$ cat src/wsc_pkg.sv
package wsc_pkg;

   // field widths and limits
   localparam int SAMPLE_W        = 16;
   localparam int MAX_FINGERS     = 3;
   localparam int FINGER_IDX_W    = 2;
   localparam int DEC_W           = 2;
   localparam int MARGIN_W        = 15;
   localparam int CSR_INDEX_W     = 3;
   localparam int QUEUE_DEPTH     = 2;

   // parameter defaults
   localparam int WINDOW_DEFAULT  = 128;
   localparam int FINGERS_DEFAULT = 3;

   // decision codes
   localparam logic [DEC_W-1:0] DEC_UNDECIDED = 2'd0;
   localparam logic [DEC_W-1:0] DEC_SOFT      = 2'd1;
   localparam logic [DEC_W-1:0] DEC_HARD      = 2'd2;

   // register indexes
   localparam logic [CSR_INDEX_W-1:0] CSR_FORCE_WEIGHT      = 3'd0;
   localparam logic [CSR_INDEX_W-1:0] CSR_TORQUE_WEIGHT     = 3'd1;
   localparam logic [CSR_INDEX_W-1:0] CSR_SCORE_BIAS        = 3'd2;
   localparam logic [CSR_INDEX_W-1:0] CSR_AMBIGUITY_MARGIN  = 3'd3;
   localparam logic [CSR_INDEX_W-1:0] CSR_PROXIMITY_TRIGGER = 3'd4;

   // register reset values (Q4.12 unless noted)
   localparam logic signed [SAMPLE_W-1:0] FORCE_WEIGHT_RST      = -16'sd21557;
   localparam logic signed [SAMPLE_W-1:0] TORQUE_WEIGHT_RST     = -16'sd11923;
   localparam logic signed [SAMPLE_W-1:0] SCORE_BIAS_RST        = 16'sd9748;
   localparam logic [MARGIN_W-1:0]        AMBIGUITY_MARGIN_RST  = 15'd819;
   localparam logic signed [SAMPLE_W-1:0] PROXIMITY_TRIGGER_RST = -16'sd10;

   typedef struct packed {
      logic signed [SAMPLE_W-1:0] force_weight;
      logic signed [SAMPLE_W-1:0] torque_weight;
      logic signed [SAMPLE_W-1:0] score_bias;
      logic [MARGIN_W-1:0]        ambiguity_margin;
      logic signed [SAMPLE_W-1:0] proximity_trigger;
   } cfg_type;

   // one classified sample set waiting for the back end
   typedef struct packed {
      logic [MAX_FINGERS-1:0][SAMPLE_W-1:0] force_s;
      logic [MAX_FINGERS-1:0][SAMPLE_W-1:0] torque_s;
      logic [MAX_FINGERS-1:0]               trig;
   } entry_type;

endpackage

$ cat src/wsc_front.sv
module wsc_front #(
   parameter int FINGERS = wsc_pkg::FINGERS_DEFAULT
) (
   input  logic                                                   clock,
   input  logic                                                   reset,
   input  wsc_pkg::cfg_type                                       cfg,
   input  logic                                                   req_push,
   output logic                                                   req_full,
   input  logic [wsc_pkg::MAX_FINGERS-1:0][wsc_pkg::SAMPLE_W-1:0] frc,
   input  logic [wsc_pkg::MAX_FINGERS-1:0][wsc_pkg::SAMPLE_W-1:0] trq,
   input  logic [wsc_pkg::MAX_FINGERS-1:0][wsc_pkg::SAMPLE_W-1:0] tip,
   input  logic [wsc_pkg::MAX_FINGERS-1:0][wsc_pkg::SAMPLE_W-1:0] pad,
   output logic                                                   q_valid,
   output wsc_pkg::entry_type                                     q_entry,
   input  logic                                                   q_pop
);
   import wsc_pkg::*;

   localparam int PTR_W = $clog2(QUEUE_DEPTH);
   localparam int CNT_W = $clog2(QUEUE_DEPTH + 1);

   entry_type        queue_mem [QUEUE_DEPTH];
   entry_type        new_entry;
   logic [PTR_W-1:0] wr_ptr_ff, wr_ptr_in, rd_ptr_ff, rd_ptr_in;
   logic [CNT_W-1:0] count_ff, count_in;
   logic             push_ok;

   // proximity trigger per finger; absent fingers never trigger
   always_comb begin
      new_entry.force_s  = frc;
      new_entry.torque_s = trq;
      for (int f = 0; f < MAX_FINGERS; f++) begin
         new_entry.trig[f] = (f < FINGERS) &&
                             (($signed(tip[f]) > cfg.proximity_trigger) ||
                              ($signed(pad[f]) > cfg.proximity_trigger));
      end
   end

   assign req_full = (count_ff == CNT_W'(QUEUE_DEPTH));
   assign push_ok  = req_push && !req_full;
   assign q_valid  = (count_ff != '0);
   assign q_entry  = queue_mem[rd_ptr_ff];

   // queue pointers and fill count
   always_comb begin
      wr_ptr_in = wr_ptr_ff;
      rd_ptr_in = rd_ptr_ff;
      count_in  = count_ff;
      if (push_ok) begin
         wr_ptr_in = (wr_ptr_ff == PTR_W'(QUEUE_DEPTH - 1)) ? '0 : wr_ptr_ff + 1'b1;
      end
      if (q_pop) begin
         rd_ptr_in = (rd_ptr_ff == PTR_W'(QUEUE_DEPTH - 1)) ? '0 : rd_ptr_ff + 1'b1;
      end
      if (push_ok && !q_pop) begin
         count_in = count_ff + 1'b1;
      end else if (!push_ok && q_pop) begin
         count_in = count_ff - 1'b1;
      end
   end

   always_ff @(posedge clock) begin
      if (reset) begin
         wr_ptr_ff <= '0;
         rd_ptr_ff <= '0;
         count_ff  <= '0;
      end else begin
         wr_ptr_ff <= wr_ptr_in;
         rd_ptr_ff <= rd_ptr_in;
         count_ff  <= count_in;
      end
   end

   always_ff @(posedge clock) begin
      if (push_ok) begin
         queue_mem[wr_ptr_ff] <= new_entry;
      end
   end

endmodule

$ cat config.mk
export PLATFORM = sky130hd
export DESIGN_NAME = wsc_front
export DESIGN_NICKNAME = d
export VERILOG_FILES = /design/src/wsc_pkg.sv /design/src/wsc_front.sv
export SDC_FILE = /design/constraint.sdc
export NUM_CORES = 1
export LEC_CHECK = 0
export BUFFER_PORTS_ARGS = -buffer_cell sky130_fd_sc_hd__buf_2
export CORE_ASPECT_RATIO = 1.2
export CORE_MARGIN = 4
export CORE_UTILIZATION = 44
export CTS_CLUSTER_SIZE = 25
export DETAILED_ROUTE_END_ITERATION = 12
export GPL_TIMING_DRIVEN = 0
export PLACE_DENSITY = 0.74
export SYNTH_ARGS = -nofsm -noshare
export SYNTH_HDL_FRONTEND = slang
export SYNTH_SLANG_ARGS = --single-unit
$ cat constraint.sdc
create_clock -name clock -period 6.35 [get_ports clock]
set_clock_uncertainty 0.2 [all_clocks]
set_input_delay 1.27 -clock clock [delete_from_list [all_inputs] [get_ports clock]]
set_output_delay 1.27 -clock clock [all_outputs]
set_load 0.01 [all_outputs]
==> metrics.csv, run 1 <==
stage;metric;value;unit
pwr;Max VDD drop;0.2435;mV
timing;Least-Margin Pin Slew;0.9482;ns
floorplanning;Initial Utilization;44.96;%
critical_path;r2r worst-path depth;5;
global_route;antenna violations before repair;4;
pwr;PwrDens;282.3;nW/um2
timing;Final Slew Violations;0;
logic_synthesis;area share of the largest cell type after synthesis;62.62;%
critical_path;CP cell instances;buf_2 > buf_2 > buf_2 > mux2_2 > buf_2;
timing;Final period util;57.86;%
logic_synthesis;mapped cell area;9495;um2
critical_path;WP buf/inv;4;
critical_path;Largest delay share family, worst path;buffers and inverters;
floorplanning;I/O pins;376;
pwr;LEAKAGE;5.047;nW
floorplanning;die height;168.9;um
logic_synthesis;#FFs+latches synth;203;
logic_synthesis;post-synthesis adder-cell area fraction;12.78;%
routing;total number of vias;6356;
global_route;number of global-route vias before repair;6632;
critical_path;Critical Path End Type;output port;
critical_path;CP arrival;2.20;ns
cts;# hold bufs at CTS;0;
critical_path;FF-to-FF setup slack;3.83;ns
cells_and_area;Post-Route Utilization;57.13;%
critical_path;r2r startpoint;count_ff[0]$_SDFFE_PP0P_;
cts;clock sinks;203;
floorplanning;die width;142.1;um
cts;CTS clock-pin slew for the worst setup and hold paths;0.06;ns
placed_design;Final Wtd Congestion;0.8712;
critical_path;Crit-path slowest cell;mux2_2;
timing;maximum clock frequency;272.2;MHz
outcome;status;finished clean;
logic_synthesis;synth warn;0;
logic_synthesis;EDFF count, synth;198;
routing;drt pass-1 iters;5;
cts;Worst-Skew Late Latency;0.47;ns
logic_synthesis;Yosys cell types;42;
floorplanning;Cell Rows;58;
logic_synthesis;largest family of logic cells by synthesized area;adder cells;
critical_path;Setup crit start kind;flip-flop;
critical_path;Worst path most repeated cell;buf_2;
floorplanning;die area;24010;um2
global_route;largest net degree at the start of global routing;62;
critical_path;critical path depth;5;
cells_and_area;Total Nets Final;1316;
critical_path;Worst Path Class, Setup;flip-flop to output port;
cells_and_area;fillcell total;1736;
worst_hold_path;Tightest Hold Check Type;flip-flop to flip-flop;
flow_run;max cap viols;0;
cts;CTS Buf Count;19;
placed_design;Placement Cell Area;11490;um2
timing;Period minus WS final;3.674;ns
routing;DRT antenna net count;0;
global_route;gr usage total;18.92;%
critical_path;CP required;4.88;ns
logic_synthesis;mux cell area share after synthesis;11.74;%
cts;post-CTS setup buffer count;0;
critical_path;Max stage delay on crit path;0.37;ns
logic_synthesis;main flop type after synthesis;edfxtp_1;
timing;normalized max-slew margin;36.64;%
cells_and_area;share of cells above drive strength 1;46.97;%
cts;post-cts resize count;0;
placed_design;Final HPWL DP;18.72;mm
logic_synthesis;Synth async-reset ratio;0;%
logic_synthesis;Avg Cell Area, Syn;15.64;um2
cts;Clock Path Buffers;3;
routing;final WL;23.85;mm
logic_synthesis;simple-gate share of the synthesized area;4.546;%
critical_path;worst r2r dst;queue_mem[0][53]$_DFFE_PP_;
floorplanning;Core Area;21120;um2
global_route;total grt overflow;0;
logic_synthesis;Mapped Cells;607;
logic_synthesis;post-synthesis xor/xnor area fraction;0.4612;%
logic_synthesis;area fraction in compound gates after synthesis;5.047;%
global_route;first-pass GRT wire length;35.54;mm
routing;Vias/cell;5.180;
placed_design;# port buffers;312;
timing;final setup violating endpoints;0;
cells_and_area;area delta synth->final;27.05;%
cells_and_area;fin area;12060;um2
cts;root buf cell;clkbuf_16;
routing;residual DRC count;0;
routing;WL per Instance;19.44;um
critical_path;critical path endpoint;q_entry[89];
logic_synthesis;Syn Nets;979;
logic_synthesis;Yosys top cell by area;edfxtp_1;
timing;Final Hold Vio Count;0;
timing;RSZ-0062 raised after global routing;false;
critical_path;CP max FO;10;
cts;CTS H-tree depth;1;
routing;drt first-iter violations;275;
logic_synthesis;register area share after synthesis;63.67;%
cts;CTS tree;done;
logic_synthesis;Synth area leaders;edfxtp_1 63%, ha_1 13%, mux2_2 12%;
-- registers in the layout, indices dropped and copies added, names as in the netlist, named ones only --
register	cells
count_ff	2
rd_ptr_ff	1
queue_mem	198
wr_ptr_ff	1
-- cell usage after synthesis (5+ instances only) --
cell / n
edfxtp_1: 198
inv_1: 32
nor2b_1: 5
nor2_1: 11
a21o_1: 10
mux2_2: 99
nand2_1: 21
nand4_1: 17
a21oi_1: 37
ha_1: 97
nand3_1: 11
dfxtp_1: 5
o21ai_0: 9
clkbuf_1: 6
-- per-stage QoR --
step / worst slack, ns / setup TNS, ns / power [mW] / hold slack, ns / cells
2_1_floorplan: 0.1148 / 0 / 2.101 / 0.2608 / 607
3_3_place_gp: -2.403 / -237.02 / 2.384 / 0.2799 / 1189
3_5_place_dp: 2.193 / 0 / 2.399 / 0.2953 / 1193
4_1_cts: 2.591 / 0 / 3.447 / 0.3041 / 1226
5_1_grt: 2.532 / 0 / 3.564 / 0.3410 / 1227
6_report: 2.676 / 0 / 3.406 / 0.3031 / 1227
-- power by group --
group	internal [mW]	switching, mW	total (mW)	leakage, nW
clock network	0.596	0.446	1.04	0.277
logic	0.300	0.377	0.677	2.89
registers	1.65	0.0362	1.69	1.88
-- cell families after synthesis --
| logic type | after synthesis |
|---|---|
| buf+inv | 43 |
| xor+xnor | 5 |
| compound gates | 77 |
| fa+ha+maj | 97 |
| simple gates | 83 |
| flops | 203 |
| mux | 99 |
-- placed cells by master, fill, tap and decap left out, types with 5 or more instances in the layout --
| cell | n |
|---|---|
| buf_2 | 316 |
| edfxtp_1 | 198 |
| mux2_2 | 99 |
| ha_1 | 97 |
| a21oi_1 | 37 |
| inv_1 | 32 |
| nand2_1 | 21 |
| clkbuf_16 | 19 |
| nand4_1 | 17 |
| clkbuf_1 | 12 |
| nand3_1 | 11 |
| a21o_1 | 10 |
| nor2_1 | 10 |
| o21ai_0 | 9 |
| nor2b_1 | 5 |
| dfxtp_1 | 5 |
-- layer usage --
metal  share of wire (%)  GRT usage (%)  vias to the layer above
met2                  52          35.26                      267
met3                 9.6          5.001                       50
met1                  35          20.12                     2989
li1                    -              -                     3046
met5               0.096              0                        -
met4                 3.7          7.346                        4
-- worst min-delay path by stage --
stage	start	endpoint	cells after the start
after floorplan	count_ff[1]$_SDFFE_PP0P_	count_ff[1]$_SDFFE_PP0P_	2
after global placement	count_ff[1]$_SDFFE_PP0P_	count_ff[1]$_SDFFE_PP0P_	2
after detailed placement	count_ff[1]$_SDFFE_PP0P_	count_ff[1]$_SDFFE_PP0P_	2
after CTS	count_ff[1]$_SDFFE_PP0P_	count_ff[1]$_SDFFE_PP0P_	2
after global routing	count_ff[1]$_SDFFE_PP0P_	count_ff[1]$_SDFFE_PP0P_	2
final	count_ff[1]$_SDFFE_PP0P_	count_ff[1]$_SDFFE_PP0P_	2
-- worst min-delay path, stage by stage (launching register included) --
cell and delay, ns:
dfxtp_1 0.33, o21ai_0 0.07, a21oi_1 0.06
-- layout make-up --
cell class	count	area, um2	share of cell area (%)
Tap cell	270	337.8	2.800
Buffer	11	46.29	0.3837
Sequential cell	203	6046	50.11
Multi-Input combinational cell	361	3296	27.32
Inverter	32	120.1	0.9956
Clock buffer	25	498.0	4.128
Antenna cell	1	2.502	0.02074
Timing Repair Buffer	316	1649	13.67
Clock inverter	8	68.82	0.5704
No activity file was read; power rests on OpenSTA's default activity.
==> run 2: changes to the inputs <==
--- a/config.mk
+++ b/config.mk
@@ -5,14 +5,15 @@
 export SDC_FILE = /design/constraint.sdc
 export NUM_CORES = 1
 export LEC_CHECK = 0
+export ABC_AREA = 1
 export BUFFER_PORTS_ARGS = -buffer_cell sky130_fd_sc_hd__buf_2
 export CORE_ASPECT_RATIO = 1.2
 export CORE_MARGIN = 4
-export CORE_UTILIZATION = 44
+export CORE_UTILIZATION = 45
 export CTS_CLUSTER_SIZE = 25
 export DETAILED_ROUTE_END_ITERATION = 12
 export GPL_TIMING_DRIVEN = 0
-export PLACE_DENSITY = 0.74
+export PLACE_DENSITY = 0.75
 export SYNTH_ARGS = -nofsm -noshare
 export SYNTH_HDL_FRONTEND = slang
 export SYNTH_SLANG_ARGS = --single-unit
==> constraint.sdc (replaced) <==
create_clock -name clock -period 3.2 [get_ports clock]
set_clock_uncertainty 0.2 [all_clocks]
set_input_delay 0.64 -clock clock [delete_from_list [all_inputs] [get_ports clock]]
set_output_delay 0.64 -clock clock [all_outputs]
set_load 0.01 [all_outputs]
==> metrics.csv, run 2 <==
stage;metric;value;unit;change
routing;WL per Instance;17.90;um;-7.9%
logic_synthesis;main flop type after synthesis;edfxtp_1;;
pwr;PwrDens;524.3;nW/um2;+86%
critical_path;Setup crit start kind;flip-flop;;
pwr;Sw Pwr;1.635;mW;+90%
timing;maximum clock frequency;373.9;MHz;
cells_and_area;most frequent cells in the layout;320 x buf_2, 198 x edfxtp_1, 120 x nand2_1;;
flow_run;max cap viols;0;;unchanged
cells_and_area;area delta synth->final;27.33;%;
timing;Period minus WS final;2.674;ns;
logic_synthesis;Yosys top cell by area;edfxtp_1;;
logic_synthesis;register area share after synthesis;61.55;%;-2.1 points
critical_path;CP max FO;10;;unchanged
cts;CTS H-tree depth;1;;unchanged
cts;CTS Buf Count;19;;unchanged
timing;Final WS setup;0.5256;ns;-2.150 ns
worst_hold_path;Tightest Hold Check Type;input pin to flip-flop;;
cells_and_area;commonest non-fill, non-tap cell in the layout;buf_2;;
global_route;number of global-route vias before repair;7213;;+8.8%
logic_synthesis;mapped cell area;9823;um2;+3.5%
critical_path;CP required;2.36;ns;-2.52 ns
timing;final setup violating endpoints;0;;unchanged
floorplanning;die height;169.9;um;+0.55%
worst_hold_path;WHS Path Cells;1;;-1
logic_synthesis;Syn Nets;1094;;+12%
critical_path;Worst Path Class, Setup;flip-flop to output port;;
floorplanning;Core Area;21190;um2;+0.34%
routing;final WL;24.13;mm;+1.2%
logic_synthesis;Mapped Cells;722;;+19%
logic_synthesis;EDFF count, synth;198;;unchanged
cts;CTS tree;done;;
cts;post-CTS setup buffer count;0;;unchanged
timing;normalized max-slew margin;49.87;%;+13 points
pwr;sequential share of power;49.1;%;-0.5 points
logic_synthesis;Synth area leaders;edfxtp_1 61%, ha_1 12%, mux2_2 10%;;
pwr;Max VDD drop;0.6007;mV;+150%
logic_synthesis;Avg Cell Area, Syn;13.61;um2;-13%
routing;Vias/cell;5.019;;-3.1%
routing;residual DRC count;0;;unchanged
placed_design;Final HPWL DP;19.16;mm;+2.3%
placed_design;# port buffers;312;;unchanged
timing;Final Hold Vio Count;0;;unchanged
critical_path;Critical Path End Type;output port;;
floorplanning;Cell Rows;58;;unchanged
cells_and_area;Post-Route Utilization;59.03;%;+1.9 points
timing;RSZ-0062 raised after global routing;false;;
placed_design;Place WS;0.3764;ns;-1.817 ns
routing;DRT antenna net count;0;;unchanged
routing;drt pass-1 iters;4;;-1
logic_synthesis;synth warn;0;;unchanged
outcome;status;finished clean;;
floorplanning;I/O pins;376;;unchanged
cells_and_area;share of cells above drive strength 1;42.84;%;-4.1 points
routing;drt first-iter violations;265;;-3.6%
pwr;LEAKAGE;5.561;nW;+10%
global_route;first-pass GRT wire length;36.25;mm;+2.0%
critical_path;CP arrival;1.83;ns;-0.37 ns
logic_synthesis;Synth async-reset ratio;0;%;unchanged
cts;CTS clock-pin slew for the worst setup and hold paths;0.07;ns;about the same
cells_and_area;Total Nets Final;1435;;+9.0%
pwr;combinational fraction of design power;19.0;%;-0.9 points
cells_and_area;Largest register FFs;198;;unchanged
logic_synthesis;most common cell in the netlist;edfxtp_1;;
cts;root buf cell;clkbuf_16;;
logic_synthesis;#FFs+latches synth;203;;unchanged
timing;Final period util;83.58;%;
logic_synthesis;Yosys cell types;23;;-45%
placed_design;Final Wtd Congestion;0.8161;;-6.3%
floorplanning;die area;24270;um2;+1.1%
cts;Clock Path Buffers;3;;unchanged
logic_synthesis;area share of the largest cell type after synthesis;60.53;%;-2.1 points
routing;total number of vias;6765;;+6.4%
cts;Worst-Skew Late Latency;0.47;ns;about the same
pwr;clock power share;31.9;%;+1.3 points
cells_and_area;top flop regs;queue_mem (198), count_ff (2);;
cells_and_area;register with the most flip-flops;queue_mem;;
floorplanning;Initial Utilization;46.36;%;+1.4 points
global_route;gr usage total;19.15;%;+0.23 points
logic_synthesis;Synth top cells by count;198 x edfxtp_1, 120 x nand2_1, 97 x ha_1;;
timing;Final Slew Violations;0;;unchanged
global_route;antenna violations before repair;2;;-2
floorplanning;die width;142.9;um;+0.54%
pwr;Int Pwr;4.923;mW;+93%
pwr;Switching Share;24.93;%;-0.27 points
critical_path;r2r worst-path depth;6;;+1
timing;Least-Margin Pin Slew;0.7441;ns;-0.2041 ns
global_route;total grt overflow;0;;unchanged
cts;clock sinks;203;;unchanged
cts;post-cts resize count;0;;unchanged
cts;# hold bufs at CTS;0;;unchanged
global_route;largest net degree at the start of global routing;26;;-58%
[run 2: cell types whose count changed after synthesis, moves of 10 or more]
cell     delta
nand2_1    +99
inv_1      +37
nor2_1     +24
mux2_2     -10
mux2_4     +10
nand3_1    +10
nand4_1    -10
[run 2: power by group through the flow]
stage | Clock [mW] | Combinational (mW) | Sequential (mW)
after global placement | 0 | 1.16 | 3.29
after floorplan | 0 | 0.697 | 3.28
after detailed placement | 0 | 1.26 | 3.28
final | 2.09 | 1.24 | 3.22
after CTS | 2.15 | 1.27 | 3.22
after global routing | 2.25 | 1.38 | 3.23
[run 2: path summary, 6_finish.rpt]
path / startpoint / end / slack, ns
max reg2reg: count_ff[1]$_SDFFE_PP0P_ / queue_mem[1][3]$_DFFE_PP_ / 0.77
min: frc[8] / queue_mem[1][59]$_DFFE_PP_ / 0.15
max: flip-flop / q_entry[92] / 0.53
min reg2reg: rd_ptr_ff$_SDFFE_PP0P_ / flip-flop / 0.32
[run 2: area by class of cell]
cell class | instances | area [um2]
Fill cell | 1721 | 8682
Sequential cell | 203 | 6046
Multi-Input combinational cell | 439 | 3460
Timing Repair Buffer | 320 | 1752
Clock buffer | 24 | 494.2
Tap cell | 270 | 337.8
Inverter | 69 | 259.0
Clock inverter | 10 | 81.33
Buffer | 11 | 73.82
Antenna cell | 2 | 5.005
[run 2: worst max-delay path, cell delays in order, from the launching register on]
cell     delay, ns
dfxtp_1       0.32
buf_6         0.16
buf_6         0.19
buf_6         0.20
mux2_4        0.33
buf_2         0.14
[run 2: logic make-up after synthesis]
| family | count (synthesis) | share of synthesized area (%) |
|---|---|---|
| compound gates | 51 | 2.866 |
| xor+xnor | 1 | 0.08918 |
| fa+ha+maj | 97 | 12.36 |
| buf+inv | 80 | 3.388 |
| flops | 203 | 61.55 |
| mux | 99 | 11.73 |
| simple gates | 191 | 8.024 |
[run 2: per-layer routing]
metal	GRT usage, %	part of all wire, %	vias to the layer above
li1	-	-	3288
met1	20.11	35	3144
met2	36.63	52	288
met3	4.750	9.6	43
met4	6.738	3.3	2
met5	0	0.054	-
[run 2: metrics by stage]
step	hold WS [ns]	power, mW	TNS [ns]	std cells	area (um2)
2_1_floorplan	0.2799	3.974	-166.00	722	9828
3_3_place_gp	0.2959	4.452	-485.66	1304	11730
3_5_place_dp	0.3101	4.536	0	1312	11930
4_1_cts	0.1322	6.638	0	1346	12500
5_1_grt	0.1294	6.861	0	1347	12510
6_report	0.1461	6.558	0	1348	12510
==> run 3: changes to the inputs <==
--- a/config.mk
+++ b/config.mk
@@ -5,15 +5,15 @@
 export SDC_FILE = /design/constraint.sdc
 export NUM_CORES = 1
 export LEC_CHECK = 0
-export ABC_AREA = 1
+export ABC_AREA = 0
 export BUFFER_PORTS_ARGS = -buffer_cell sky130_fd_sc_hd__buf_2
 export CORE_ASPECT_RATIO = 1.2
 export CORE_MARGIN = 4
-export CORE_UTILIZATION = 45
+export CORE_UTILIZATION = 49
 export CTS_CLUSTER_SIZE = 25
 export DETAILED_ROUTE_END_ITERATION = 12
 export GPL_TIMING_DRIVEN = 0
-export PLACE_DENSITY = 0.75
+export PLACE_DENSITY = 0.79
 export SYNTH_ARGS = -nofsm -noshare
 export SYNTH_HDL_FRONTEND = slang
 export SYNTH_SLANG_ARGS = --single-unit
==> constraint.sdc (replaced) <==
create_clock -name clock -period 2.5 [get_ports clock]
set_clock_uncertainty 0.2 [all_clocks]
set_input_delay 0.5 -clock clock [delete_from_list [all_inputs] [get_ports clock]]
set_output_delay 0.5 -clock clock [all_outputs]
set_load 0.01 [all_outputs]
==> metrics.csv, run 3 (synthesized netlist as in run 1, its figures left out) <==
stage;metric;value;unit;change
timing;normalized max-slew margin;48.53;%;-1.3 points
pwr;Max VDD drop;0.4606;mV;-23%
routing;drt pass-1 iters;4;;unchanged
global_route;gr usage total;20.69;%;+1.5 points
global_route;first-pass GRT wire length;34.73;mm;-4.2%
critical_path;r2r startpoint;count_ff[0]$_SDFFE_PP0P_;;
floorplanning;die area;21680;um2;-11%
pwr;PwrDens;726.3;nW/um2;+39%
floorplanning;Cell Rows;55;;-5.2%
timing;TNS Setup;0;ns;unchanged
floorplanning;Core Area;18920;um2;-11%
outcome;status;finished clean;;
critical_path;r2r worst-path depth;5;;-1
timing;Final Hold Vio Count;0;;unchanged
routing;residual DRC count;0;;unchanged
routing;Vias/cell;5.272;;+5.0%
critical_path;Critical Path End Type;flip-flop;;
cts;root buf cell;clkbuf_16;;
flow_run;max cap viols;0;;unchanged
global_route;number of global-route vias before repair;6527;;-9.5%
critical_path;CP required;2.51;ns;+0.15 ns
timing;final setup violating endpoints;0;;unchanged
cells_and_area;most frequent cells in the layout;312 x buf_2, 198 x edfxtp_1, 99 x mux2_2;;
cells_and_area;top flop regs;queue_mem (198), count_ff (2);;
global_route;total grt overflow;0;;unchanged
placed_design;Final Wtd Congestion;0.9711;;+19%
cells_and_area;Post-Route Utilization;64.48;%;+5.4 points
floorplanning;Initial Utilization;50.18;%;+3.8 points
timing;RSZ-0062 raised after global routing;false;;
placed_design;# port buffers;312;;unchanged
cells_and_area;Total Nets Final;1317;;-8.2%
critical_path;critical path endpoint;queue_mem[1][1]$_DFFE_PP_;;
critical_path;Worst Path Class, Setup;input pin to flip-flop;;
placed_design;Final HPWL DP;18.46;mm;-3.7%
routing;WL per Instance;19.65;um;+9.7%
critical_path;Critical path origin;cfg[5];;
timing;Least-Margin Pin Slew;0.7640;ns;+0.01991 ns
timing;maximum clock frequency;409.8;MHz;
floorplanning;die height;160.5;um;-5.5%
timing;Hold WS;0.02040;ns;-0.1257 ns
floorplanning;I/O pins;376;;unchanged
routing;total number of vias;6405;;-5.3%
cells_and_area;Largest register FFs;198;;unchanged
critical_path;CP max FO;6;;-4
critical_path;worst r2r dst;queue_mem[0][48]$_DFFE_PP_;;
timing;Final Slew Violations;0;;unchanged
critical_path;FF-to-FF setup slack;0.26;ns;-0.51 ns
routing;drt first-iter violations;322;;+22%
cells_and_area;register with the most flip-flops;queue_mem;;
timing;Period minus WS final;2.440;ns;
pwr;Total Power;8.863;mW;+35%
cells_and_area;Sequential Area;6048;um2;about the same
timing;Final period util;97.61;%;
critical_path;CP arrival;2.45;ns;+0.62 ns
global_route;largest net degree at the start of global routing;59;;+130%
cells_and_area;fillcell total;1400;;-19%
cts;Clock Path Buffers;3;;unchanged
pwr;LEAKAGE;5.125;nW;-7.8%
cts;CTS clock-pin slew for the worst setup and hold paths;0.07;ns;about the same
cts;clock sinks;203;;unchanged
critical_path;Setup crit start kind;input pin;;
cells_and_area;area delta synth->final;28.50;%;
cts;CTS H-tree depth;1;;unchanged
floorplanning;die width;135.1;um;-5.5%
cells_and_area;share of cells above drive strength 1;48.59;%;+5.7 points
routing;DRT antenna net count;0;;unchanged
cts;CTS Buf Count;18;;-1
cts;CTS tree;done;;
global_route;antenna violations before repair;4;;+2
worst_hold_path;Tightest Hold Check Type;input pin to flip-flop;;
cells_and_area;Multi-input gate area;3317;um2;-4.1%
routing;final WL;23.87;mm;-1.1%
cells_and_area;commonest non-fill, non-tap cell in the layout;buf_2;;
cts;Worst-Skew Late Latency;0.46;ns;about the same
## run 3: what timing repair did
action / CTS / global route
hold buffers: 0 / 2
setup buffers: 0 / 0
hold endpoints to repair: 0 / 4
setup endpoints to repair: 101 / 35
resized for setup: 23 / 7
## run 3: report_power, final
group          total (mW)  internal (mW)  switching [mW]
clock                2.82           1.69            1.12
combinational        1.76          0.793           0.963
sequential           4.29           4.20          0.0940
## run 3: worst min-delay path by stage
stage / start / endpoint / slack, ns / cells past startpoint
finish: trq[29] / queue_mem[0][32]$_DFFE_PP_ / 0.02 / 1
global placement: rd_ptr_ff$_SDFFE_PP0P_ / rd_ptr_ff$_SDFFE_PP0P_ / 0.30 / 2
floorplan: rd_ptr_ff$_SDFFE_PP0P_ / flip-flop / 0.28 / 2
CTS: frc[32] / queue_mem[0][83]$_DFFE_PP_ / 0.00003 / 1
detailed placement: rd_ptr_ff$_SDFFE_PP0P_ / flip-flop / 0.32 / 2
global route: trq[29] / queue_mem[0][32]$_DFFE_PP_ / -0.0003 / 1
## run 3: critical path, cell delays in order
cell and delay [ns]:
buf_2 0.10, inv_1 0.28, ha_1 0.32, a21o_1 0.19
nand3_1 0.07, a21oi_1 0.10, a2111oi_2 0.44, o21ai_0 0.16
a211o_1 0.29
## run 3: cell type report
| class | count | area share [%] |
|---|---|---|
| clock buffers | 21 | 3.958 |
| well taps | 256 | 2.625 |
| repair buffers | 318 | 13.68 |
| flip-flops and latches | 203 | 49.57 |
| diodes | 2 | 0.04102 |
| plain buffers | 11 | 0.9126 |
| clock inverters | 11 | 1.046 |
| multi-input cells | 361 | 27.18 |
| inverters | 32 | 0.9844 |
## run 3: per-layer routing
layer,vias to the layer above,routed length (um),track usage (%)
li1,3063,-,-
met1,2988,7986,21.02
met2,296,12560,39.03
met3,54,2237,5.639
met4,4,1056,9.166
met5,-,27,0
## run 3: per-stage QoR
step | instances | setup slack [ns] | cell area (um2)
after global routing | 1215 | 0.01037 | 12200
after global placement | 1175 | -1.059 | 11400
after CTS | 1211 | -0.0009864 | 12160
after floorplan | 607 | -0.1366 | 9520
after detailed placement | 1179 | -0.8107 | 11490
final | 1215 | 0.05969 | 12200
